<file path="config.mk">
export PLATFORM = sky130hd
export DESIGN_NAME = rc5_ir_edge_decoder
export DESIGN_NICKNAME = d
export VERILOG_FILES = /design/src/rc5ir_pkg.sv /design/src/rc5_ir_edge_decoder.sv /design/src/rc5ir_cfg.sv /design/src/rc5ir_front.sv /design/src/rc5ir_queue.sv /design/src/rc5ir_back.sv
export VERILOG_INCLUDE_DIRS = /design/src /design/src/src
export SDC_FILE = /design/constraint.sdc
export NUM_CORES = 1
export LEC_CHECK = 0
export BUFFER_PORTS_ARGS = -buffer_cell sky130_fd_sc_hd__buf_4
export CAP_MARGIN = 10
export CORE_UTILIZATION = 45
export CTS_BUF_LIST = sky130_fd_sc_hd__clkbuf_16
export DETAILED_ROUTE_END_ITERATION = 8
export PLACE_DENSITY = 0.6
export SYNTH_ARGS = -nofsm -noshare
export SYNTH_HDL_FRONTEND = slang
export SYNTH_SLANG_ARGS = --single-unit
</file>
<file path="constraint.sdc">
create_clock -name clk_i -period 17.04 [get_ports clk_i]
set_input_delay 0.852 -clock clk_i [delete_from_list [all_inputs] [get_ports clk_i]]
set_output_delay 0.852 -clock clk_i [all_outputs]
set_load 0.1 [all_outputs]
</file>
<file path="src/rc5_ir_edge_decoder_defines.svh">
// Assertion macros used by the RC5 edge decoder top level.
`ifndef RC5_IR_EDGE_DECODER_DEFINES_SVH
`define RC5_IR_EDGE_DECODER_DEFINES_SVH

// Same-cycle implication, checked out of reset.
`define RC5IR_ASSERT_NOW(lbl, ante, cons) \
  lbl: assert property (@(posedge clk_i) disable iff (!rst_ni) (ante) |-> (cons)) \
    else $error("rc5 decoder check failed");

// Next-cycle implication, checked out of reset.
`define RC5IR_ASSERT_NEXT(lbl, ante, cons) \
  lbl: assert property (@(posedge clk_i) disable iff (!rst_ni) (ante) |=> (cons)) \
    else $error("rc5 decoder check failed");

`endif

</file>
<file path="src/rc5ir_pkg.sv">
// Types and constants shared by the RC5 edge decoder modules.
package rc5ir_pkg;

  // Half-bit phase beyond which a frame is complete
  localparam logic [4:0] FRAME_HALF_BITS = 5'd26;

  // Phase value while waiting for the start edge
  localparam logic [4:0] PHASE_IDLE  = 5'd1;
  localparam logic [4:0] PHASE_RESYN = 5'd2;

  // Configuration register indexes
  localparam logic [1:0] REG_HALF_BIT  = 2'd0;
  localparam logic [1:0] REG_TOLERANCE = 2'd1;
  localparam logic [1:0] REG_LAST_BIT  = 2'd2;

  // Register reset values
  localparam logic [12:0] HALF_BIT_RST  = 13'd889;
  localparam logic [11:0] TOLERANCE_RST = 12'd200;
  localparam logic [4:0]  LAST_BIT_RST  = 5'd26;

  typedef enum logic [2:0] {
    ST_DONE  = 3'd0,
    ST_BUSY  = 3'd1,
    ST_LONG  = 3'd2,
    ST_SHORT = 3'd3,
    ST_PHASE = 3'd4
  } rc5ir_status_e;

  typedef struct packed {
    logic [12:0] half_bit;
    logic [11:0] tolerance;
    logic [4:0]  last_bit;
  } rc5ir_cfg_t;

  // One classified edge: kind and time since the previous edge
  typedef struct packed {
    logic        rising;
    logic [15:0] dur;
  } rc5ir_edge_t;

  typedef struct packed {
    logic full;
    logic empty;
  } rc5ir_q_status_t;

endpackage

</file>
<file path="src/rc5_ir_edge_decoder.sv">
// Top level of the RC5 infrared edge decoder.
// Decodes Manchester-coded RC5 frames from timestamped receiver edges, one
// result transfer for every edge transfer. Throughput is one edge per clock
// cycle while the edge queue is not full and results are taken. An edge is
// written into the edge queue at the edge of its transfer. Once it is at the
// queue head and the result register is empty or being taken, the back end
// decodes it straight from the queue head with combinational window compares
// and phase update, and the result register loads it. The result is offered
// from the result register. The edge queue of QUEUE_DEPTH entries lets input
// and output stall independently. When the queue is full the input is held
// off for that cycle, even if the back end takes an entry in the same cycle.
// Registers: half-bit length at 0x0, tolerance at 0x4, last-bit phase at 0x8;
// write them only while no edge is in flight.
`include "rc5_ir_edge_decoder_defines.svh"

module rc5_ir_edge_decoder
  import rc5ir_pkg::*;
#(
  parameter int QUEUE_DEPTH = 2
)(
  input  logic        clk_i,
  input  logic        rst_ni,
  // APB configuration
  input  logic        psel,
  input  logic        penable,
  input  logic        pwrite,
  input  logic [3:0]  paddr,
  input  logic [31:0] pwdata,
  output logic [31:0] prdata,
  output logic        pready,
  // Edge input
  input  logic        s_axis_tvalid,
  output logic        s_axis_tready,
  input  logic [15:0] s_axis_tdata,   // [15:0] timestamp
  input  logic        s_axis_tuser,   // [0] rising edge
  // Result output
  output logic        m_axis_tvalid,
  input  logic        m_axis_tready,
  output logic [23:0] m_axis_tdata,   // [4:0] phase, [20:5] code_word, [23:21] zero
  output logic [2:0]  m_axis_tuser    // [2:0] status
);

  rc5ir_cfg_t      cfg;
  rc5ir_q_status_t q_status;
  rc5ir_edge_t     push_data, pop_data;
  rc5ir_status_e   status;
  logic            push, pop;
  logic [4:0]      phase;
  logic [15:0]     code_word;

  rc5ir_cfg u_cfg (
    .clk_i   (clk_i),
    .rst_ni  (rst_ni),
    .psel    (psel),
    .penable (penable),
    .pwrite  (pwrite),
    .paddr   (paddr),
    .pwdata  (pwdata),
    .prdata  (prdata),
    .pready  (pready),
    .cfg_o   (cfg)
  );

  rc5ir_front u_front (
    .clk_i       (clk_i),
    .rst_ni      (rst_ni),
    .in_valid_i  (s_axis_tvalid),
    .in_rising_i (s_axis_tuser),
    .in_time_i   (s_axis_tdata),
    .q_full_i    (q_status.full),
    .in_ready_o  (s_axis_tready),
    .push_o      (push),
    .push_data_o (push_data)
  );

  rc5ir_queue #(
    .DEPTH (QUEUE_DEPTH)
  ) u_queue (
    .clk_i       (clk_i),
    .rst_ni      (rst_ni),
    .push_i      (push),
    .push_data_i (push_data),
    .pop_i       (pop),
    .pop_data_o  (pop_data),
    .status_o    (q_status)
  );

  rc5ir_back u_back (
    .clk_i        (clk_i),
    .rst_ni       (rst_ni),
    .cfg_i        (cfg),
    .q_empty_i    (q_status.empty),
    .q_data_i     (pop_data),
    .pop_o        (pop),
    .out_valid_o  (m_axis_tvalid),
    .out_ready_i  (m_axis_tready),
    .out_status_o (status),
    .out_phase_o  (phase),
    .out_word_o   (code_word)
  );

  assign m_axis_tdata = {3'd0, code_word, phase};
  assign m_axis_tuser = status;

  // A pushed edge is waiting in the queue on the next cycle
  `RC5IR_ASSERT_NEXT(a_push_fills, push && !pop, !q_status.empty)
  // The back end never takes from an empty queue
  `RC5IR_ASSERT_NOW(a_pop_nonempty, pop, !q_status.empty)
  // A completed frame leaves the decoder idle
  `RC5IR_ASSERT_NOW(a_done_idle, m_axis_tvalid && (status == ST_DONE), phase == PHASE_IDLE)
  // Timing errors resynchronise or return to idle
  `RC5IR_ASSERT_NOW(a_err_phase,
    m_axis_tvalid && (status == ST_LONG || status == ST_SHORT),
    phase == PHASE_RESYN || phase == PHASE_IDLE)

endmodule

</file>
<file path="src/rc5ir_cfg.sv">
// APB register file holding the decoder timing configuration.
module rc5ir_cfg
  import rc5ir_pkg::*;
(
  input  logic        clk_i,
  input  logic        rst_ni,
  input  logic        psel,
  input  logic        penable,
  input  logic        pwrite,
  input  logic [3:0]  paddr,
  input  logic [31:0] pwdata,
  output logic [31:0] prdata,
  output logic        pready,
  output rc5ir_cfg_t  cfg_o
);

  rc5ir_cfg_t cfg_q;
  logic       wr_en;

  assign pready = 1'b1;
  assign wr_en  = psel & penable & pwrite;

  // Write the addressed register on the access cycle
  always_ff @(posedge clk_i or negedge rst_ni) begin
    if (!rst_ni) begin
      cfg_q.half_bit  <= HALF_BIT_RST;
      cfg_q.tolerance <= TOLERANCE_RST;
      cfg_q.last_bit  <= LAST_BIT_RST;
    end else if (wr_en) begin
      case (paddr[3:2])
        REG_HALF_BIT:  cfg_q.half_bit  <= pwdata[12:0];
        REG_TOLERANCE: cfg_q.tolerance <= pwdata[11:0];
        REG_LAST_BIT:  cfg_q.last_bit  <= pwdata[4:0];
        default: ;
      endcase
    end
  end

  // Return the addressed register, zero-extended
  always_comb begin
    case (paddr[3:2])
      REG_HALF_BIT:  prdata = {19'd0, cfg_q.half_bit};
      REG_TOLERANCE: prdata = {20'd0, cfg_q.tolerance};
      REG_LAST_BIT:  prdata = {27'd0, cfg_q.last_bit};
      default:       prdata = 32'd0;
    endcase
  end

  assign cfg_o = cfg_q;

endmodule

</file>
<file path="src/rc5ir_front.sv">
// Front end: takes edge transfers and turns timestamps into durations.
module rc5ir_front
  import rc5ir_pkg::*;
(
  input  logic        clk_i,
  input  logic        rst_ni,
  input  logic        in_valid_i,
  input  logic        in_rising_i,
  input  logic [15:0] in_time_i,
  input  logic        q_full_i,
  output logic        in_ready_o,
  output logic        push_o,
  output rc5ir_edge_t push_data_o
);

  logic [15:0] last_time_q;

  assign in_ready_o = ~q_full_i;
  assign push_o     = in_valid_i & ~q_full_i;

  // Duration modulo 2^16 since the previous edge
  assign push_data_o.rising = in_rising_i;
  assign push_data_o.dur    = in_time_i - last_time_q;

  // Every accepted edge becomes the new reference time
  always_ff @(posedge clk_i or negedge rst_ni) begin
    if (!rst_ni) begin
      last_time_q <= 16'd0;
    end else if (push_o) begin
      last_time_q <= in_time_i;
    end
  end

endmodule

</file>
<file path="src/rc5ir_queue.sv">
// Small FIFO of classified edges between the front and back ends.
module rc5ir_queue
  import rc5ir_pkg::*;
#(
  parameter int DEPTH = 2  // at least 2
)(
  input  logic            clk_i,
  input  logic            rst_ni,
  input  logic            push_i,
  input  rc5ir_edge_t     push_data_i,
  input  logic            pop_i,
  output rc5ir_edge_t     pop_data_o,
  output rc5ir_q_status_t status_o
);

  localparam int PTR_W = $clog2(DEPTH);
  localparam int CNT_W = $clog2(DEPTH + 1);

  rc5ir_edge_t      slot_q [DEPTH];
  logic [PTR_W-1:0] wr_ptr_q, rd_ptr_q;
  logic [CNT_W-1:0] count_q;

  assign status_o.full  = (count_q == CNT_W'(DEPTH));
  assign status_o.empty = (count_q == '0);
  assign pop_data_o     = slot_q[rd_ptr_q];

  // Store entries
  always_ff @(posedge clk_i) begin
    if (push_i) begin
      slot_q[wr_ptr_q] <= push_data_i;
    end
  end

  // Advance pointers and fill count
  always_ff @(posedge clk_i or negedge rst_ni) begin
    if (!rst_ni) begin
      wr_ptr_q <= '0;
      rd_ptr_q <= '0;
      count_q  <= '0;
    end else begin
      if (push_i) begin
        wr_ptr_q <= (wr_ptr_q == PTR_W'(DEPTH - 1)) ? '0 : wr_ptr_q + 1'b1;
      end
      if (pop_i) begin
        rd_ptr_q <= (rd_ptr_q == PTR_W'(DEPTH - 1)) ? '0 : rd_ptr_q + 1'b1;
      end
      case ({push_i, pop_i})
        2'b10:   count_q <= count_q + 1'b1;
        2'b01:   count_q <= count_q - 1'b1;
        default: count_q <= count_q;
      endcase
    end
  end

endmodule

</file>
<file path="src/rc5ir_back.sv">
// Back end: window compares, phase and shift word update, result register.
module rc5ir_back
  import rc5ir_pkg::*;
(
  input  logic          clk_i,
  input  logic          rst_ni,
  input  rc5ir_cfg_t    cfg_i,
  input  logic          q_empty_i,
  input  rc5ir_edge_t   q_data_i,
  output logic          pop_o,
  output logic          out_valid_o,
  input  logic          out_ready_i,
  output rc5ir_status_e out_status_o,
  output logic [4:0]    out_phase_o,
  output logic [15:0]   out_word_o
);

  logic [4:0]    phase_q, phase_d;
  logic [15:0]   shift_q, shift_d;
  logic          out_valid_q;
  rc5ir_status_e status_q, status_d;

  logic signed [18:0] d, h, t;
  logic signed [18:0] h2, h3, h5, h7;
  logic signed [18:0] lim_l1, lim_l3, lim_l4, lim_s1, lim_s2;
  logic signed [18:0] mid3, mid5, mid7;
  logic [5:0]         p_add;

  assign pop_o = ~q_empty_i & (~out_valid_q | out_ready_i);

  // Window limits from the half-bit length and tolerance
  assign d      = signed'({3'd0, q_data_i.dur});
  assign h      = signed'({6'd0, cfg_i.half_bit});
  assign t      = signed'({7'd0, cfg_i.tolerance});
  assign h2     = h <<< 1;
  assign h3     = h2 + h;
  assign h5     = (h <<< 2) + h;
  assign h7     = (h <<< 3) - h;
  assign lim_l1 = h2 + t;
  assign lim_l3 = h3 + t;
  assign lim_l4 = (h <<< 2) + t;
  assign lim_s1 = h - t;
  assign lim_s2 = h2 - t;
  assign mid3   = h3 >>> 1;
  assign mid5   = h5 >>> 1;
  assign mid7   = h7 >>> 1;

  // Decode one edge against the current phase
  always_comb begin
    phase_d  = phase_q;
    shift_d  = shift_q;
    status_d = ST_BUSY;
    p_add    = {1'b0, phase_q};
    if (q_data_i.rising) begin
      if (phase_q != cfg_i.last_bit) begin
        status_d = ST_PHASE;
      end else begin
        phase_d = PHASE_IDLE;
        if (d > lim_l1) begin
          status_d = ST_LONG;
        end else if (d < lim_s1) begin
          status_d = ST_SHORT;
        end else begin
          shift_d  = {shift_q[14:0], (d > mid3)};
          status_d = ST_DONE;
        end
      end
    end else if (phase_q == PHASE_IDLE) begin
      phase_d = PHASE_RESYN;
    end else begin
      if (phase_q[0]) begin
        if (d > lim_l3) begin
          status_d = ST_LONG;
        end else if (d < lim_s2) begin
          status_d = ST_SHORT;
        end else if (d > mid5) begin
          shift_d = {shift_q[14:0], 1'b1};
          p_add   = {1'b0, phase_q} + 6'd3;
        end else begin
          shift_d = {shift_q[14:0], 1'b0};
          p_add   = {1'b0, phase_q} + 6'd2;
        end
      end else begin
        if (d > lim_l4) begin
          status_d = ST_LONG;
        end else if (d < lim_s2) begin
          status_d = ST_SHORT;
        end else if (d > mid5) begin
          if (d > mid7) begin
            shift_d = {shift_q[13:0], 2'b01};
            p_add   = {1'b0, phase_q} + 6'd4;
          end else begin
            shift_d = {shift_q[13:0], 2'b00};
            p_add   = {1'b0, phase_q} + 6'd3;
          end
        end else begin
          shift_d = {shift_q[14:0], 1'b1};
          p_add   = {1'b0, phase_q} + 6'd2;
        end
      end
      // Errors resynchronise; otherwise check for frame end
      if (status_d == ST_LONG || status_d == ST_SHORT) begin
        phase_d = PHASE_RESYN;
      end else if (p_add > {1'b0, FRAME_HALF_BITS}) begin
        phase_d  = PHASE_IDLE;
        status_d = ST_DONE;
      end else begin
        phase_d = p_add[4:0];
      end
    end
  end

  // Hold decoder state and the result until it is taken
  always_ff @(posedge clk_i or negedge rst_ni) begin
    if (!rst_ni) begin
      phase_q     <= PHASE_IDLE;
      shift_q     <= 16'd0;
      out_valid_q <= 1'b0;
      status_q    <= ST_BUSY;
    end else if (pop_o) begin
      phase_q     <= phase_d;
      shift_q     <= shift_d;
      status_q    <= status_d;
      out_valid_q <= 1'b1;
    end else if (out_ready_i) begin
      out_valid_q <= 1'b0;
    end
  end

  assign out_valid_o  = out_valid_q;
  assign out_status_o = status_q;
  assign out_phase_o  = phase_q;
  assign out_word_o   = shift_q;

endmodule
</file>
==> metrics.log <==
[metrics] clock edge transition at the registers on the reported setup and hold paths: 80 ps
[metrics] Hold WC Path Type: in2async
[metrics] RSZ-0062 raised after global routing: false
[metrics] count of hold buffers inserted by post-cts repair: 0
[metrics] FFs w/ async S/R, synth: 0.688
[metrics] most repeated cell in the gate-level netlist after synthesis: sky130_fd_sc_hd__ha_1
[metrics] total wirelength of the detailed-routed design: 33500 um
[metrics] number of distinct library cell variants in the gate-level netlist after synthesis: 89
[metrics] detailed-route DRC error count: 0
[metrics] Starting Density: 0.461
[metrics] maximum number of pins on one net before global-route repair: 44
[metrics] flop and latch count out of synthesis: 109
[metrics] core region area: 27900 sq um
[metrics] via total after detailed routing: 10800
[metrics] Synth area leader: sky130_fd_sc_hd__ha_1
[metrics] maximum clock skew at final layout: 10.3 ps
[metrics] CP endpoint kind: flip-flop
[metrics] final setup TNS: 0 ps
[metrics] half-perimeter wire length after detailed placement: 26800 um
[metrics] Clock Sinks: 109
[metrics] signal arrival time at the worst endpoint: 7340 ps
[metrics] source-to-sink clock delay at the later pin of the worst-skew pair: 350 ps
[metrics] antenna violations before repair: 0
[metrics] global-route wire length before repair: 54100 um
[metrics] Chip Width: 171 um
[metrics] worst setup slack before clock tree synthesis: 10030 ps
[metrics] Vert. Die Dim: 171 um
[metrics] cell types occupying the most area after synthesis: sky130_fd_sc_hd__ha_1, sky130_fd_sc_hd__dfrtp_1, sky130_fd_sc_hd__edfxtp_1, sky130_fd_sc_hd__xnor2_1, sky130_fd_sc_hd__mux2_2
[metrics] die area: 29300 sq um
[metrics] top achievable clock speed: 0.141 GHz
[metrics] Max transition margin: 0.263
[metrics] Root Driver: sky130_fd_sc_hd__clkbuf_16
[metrics] clock tree from TritonCTS: yes
[metrics] num rows: 61
[metrics] TritonCTS buffer count: 9
[metrics] buffer count from post-CTS setup fixing: 0
[metrics] crit start category: flip-flop
[metrics] post-synthesis instance area: 12900 sq um
[metrics] share of final-layout standard cells stronger than drive strength 1: 0.126
[metrics] total number of H-tree levels: 3
[metrics] run status: finished, final reports clean
[metrics] layout net count: 1822
[metrics] proportion of synthesized chip area in sequential cells: 0.227
[metrics] initial DRC count: 603
[metrics] number of port buffers: 77
[metrics] total global routing overflow: 0
[metrics] number of global-route vias before repair: 10500
[metrics] ranking of synthesized cells by instance count: sky130_fd_sc_hd__ha_1, sky130_fd_sc_hd__inv_1, sky130_fd_sc_hd__a21oi_1
[metrics] PnR worst setup slack: 9960 ps
[metrics] antenna-violating nets left: 0
[metrics] data required time at the worst endpoint: 17290 ps
[metrics] fraction of the cycle the final worst path needs: 0.416
[metrics] area delta synth->final: 9.40%
[metrics] area share of the leading cell type in the synthesized netlist: 0.229
[metrics] most used flip-flop cell after synthesis: sky130_fd_sc_hd__dfrtp_1
[metrics] drt pass-1 iters: 5
[metrics] worst setup path class: reg2reg
[metrics] Synth Area per Inst: 8.85 sq um
[metrics] post-route minimum period: 7080 ps
[metrics] number of enable flip-flop cells after synthesis: 34
[metrics] count of pins on the block boundary: 122
[metrics] post-CTS resize count: 0
[metrics] actual slew at the worst max-slew pin: 1110 ps
[metrics] Routed WL per cell: 17.6 um
[metrics] Diodes inserted: 0
[metrics] deepest clock path buffer count: 2
[metrics] max-cap viol count: 0
[metrics] final-report max-slew violation count: 0
[metrics] warning count from the yosys run: 0
[metrics] weighted congestion reported at the end of routability-driven placement: 0.907
[metrics] final number of hold-violating endpoints: 0
[metrics] number of setup violations in the final report: 0
[metrics] per-cell via count in the routed design: 5.68
[metrics] total routing resource utilization after global routing: 0.237
[metrics] instance count of the mapped netlist: 1455
[metrics] largest fanout on the critical path: 32
final cells by class:
class,instances,area [sq um]
Clock inverter,7,78.8
Inverter,129,484
Sequential cell,109,2920
Multi-Input combinational cell,1184,9270
Tap cell,378,473
Fill cell,2655,13900
Clock buffer,9,225
Timing Repair Buffer,85,638
placed cells by master (no fill, tap or decap), drive strengths merged, types with 18 or more instances in the layout:
cell type and instances:
nand2b 23, dfrtp 60, xnor2 67, nor2b 21, mux2i 32, mux2 50
buf 85, nand2 94, o21bai 22, nor3 29, o21ai 88, a21o 39
edfxtp 34, nand3 30, nand4 20, nor2 83, inv 130, o21a 18
ha 236, a21oi 102, conb 23, xor2 34
path summary, 6_finish.rpt:
kind                                                      endpoint  slack (ps)                               from  cells after the start
worst max-delay path              u_back.out_word_o[0]$_DFFE_PN0P_        9960        u_cfg.cfg_o[18]$_DFFE_PN0P_                     26
worst min-delay path            u_front.last_time_q[1]$_DFFE_PN0P_         450                             rst_ni                      1
worst max register to register    u_back.out_word_o[0]$_DFFE_PN0P_        9960        u_cfg.cfg_o[18]$_DFFE_PN0P_                     26
worst min register to register   u_back.out_word_o[15]$_DFFE_PN0P_         490  u_back.out_word_o[15]$_DFFE_PN0P_                      2
max in group asynchronous        u_back.out_phase_o[0]$_DFFE_PN1P_       15640                             rst_ni                      2
min in group clk_i               u_back.out_word_o[15]$_DFFE_PN0P_         490  u_back.out_word_o[15]$_DFFE_PN0P_                      2
cells by family after synthesis:
kind of cell | Yosys count | share of synthesized area
flops | 109 | 0.227
mux | 82 | 0.0696
simple gates | 358 | 0.138
buf+inv | 183 | 0.0606
compound gates | 376 | 0.194
xor+xnor | 101 | 0.0687
other cells | 2 | 0.000583
fa+ha+maj | 244 | 0.242
registers in the layout (all words and copies together) (netlist names):
register,flops
u_queue.wr_ptr_q,1
u_back.out_word_o,16
u_queue.count_q,2
u_back.out_valid_o,1
u_queue.rd_ptr_q,1
u_back.out_status_o,3
u_front.last_time_q,16
u_queue.slot_q,34
u_cfg.cfg_o,30
u_back.out_phase_o,5
through the flow:
step,hold WS [ps],std cells,instance area (sq um),util
2_1_floorplan,454,1476,12900,-
3_3_place_gp,469,1885,13800,0.493
3_5_place_dp,478,1885,13800,0.493
4_1_cts,459,1901,14100,0.504
5_1_grt,472,1901,14100,0.504
6_report,454,1901,14100,0.504
critical path, stage by stage (launching register included):
cell,delay (ps)
sky130_fd_sc_hd__dfrtp_1,360
sky130_fd_sc_hd__buf_4,220
sky130_fd_sc_hd__ha_1,240
sky130_fd_sc_hd__fa_1,400
sky130_fd_sc_hd__a21o_1,200
sky130_fd_sc_hd__a21oi_1,240
sky130_fd_sc_hd__o21bai_1,90
sky130_fd_sc_hd__a21oi_1,250
sky130_fd_sc_hd__o21bai_1,120
sky130_fd_sc_hd__a41o_1,270
sky130_fd_sc_hd__nor2_1,120
sky130_fd_sc_hd__xnor2_1,110
sky130_fd_sc_hd__ha_1,380
sky130_fd_sc_hd__nand2_1,80
sky130_fd_sc_hd__nor3_1,150
sky130_fd_sc_hd__o31ai_1,130
sky130_fd_sc_hd__or3_1,340
sky130_fd_sc_hd__ha_1,350
sky130_fd_sc_hd__nand4_1,160
sky130_fd_sc_hd__nor4_1,370
sky130_fd_sc_hd__nor2_1,150
sky130_fd_sc_hd__inv_1,100
sky130_fd_sc_hd__o32a_1,420
sky130_fd_sc_hd__nand2_1,190
sky130_fd_sc_hd__a211oi_1,600
sky130_fd_sc_hd__o22ai_2,530
sky130_fd_sc_hd__o31ai_1,380
routing by layer:
metal,vias to the layer above,wire length (um),global-route usage
met5,-,0,0
met3,25,1510,0.0183
li1,5356,-,-
met1,5185,15400,0.322
met4,0,513,0.0547
met2,239,16100,0.407
Power is left out: the tool's default activity adds up to more than one toggle a clock period on the data nets, which glitch-free logic cannot reach.
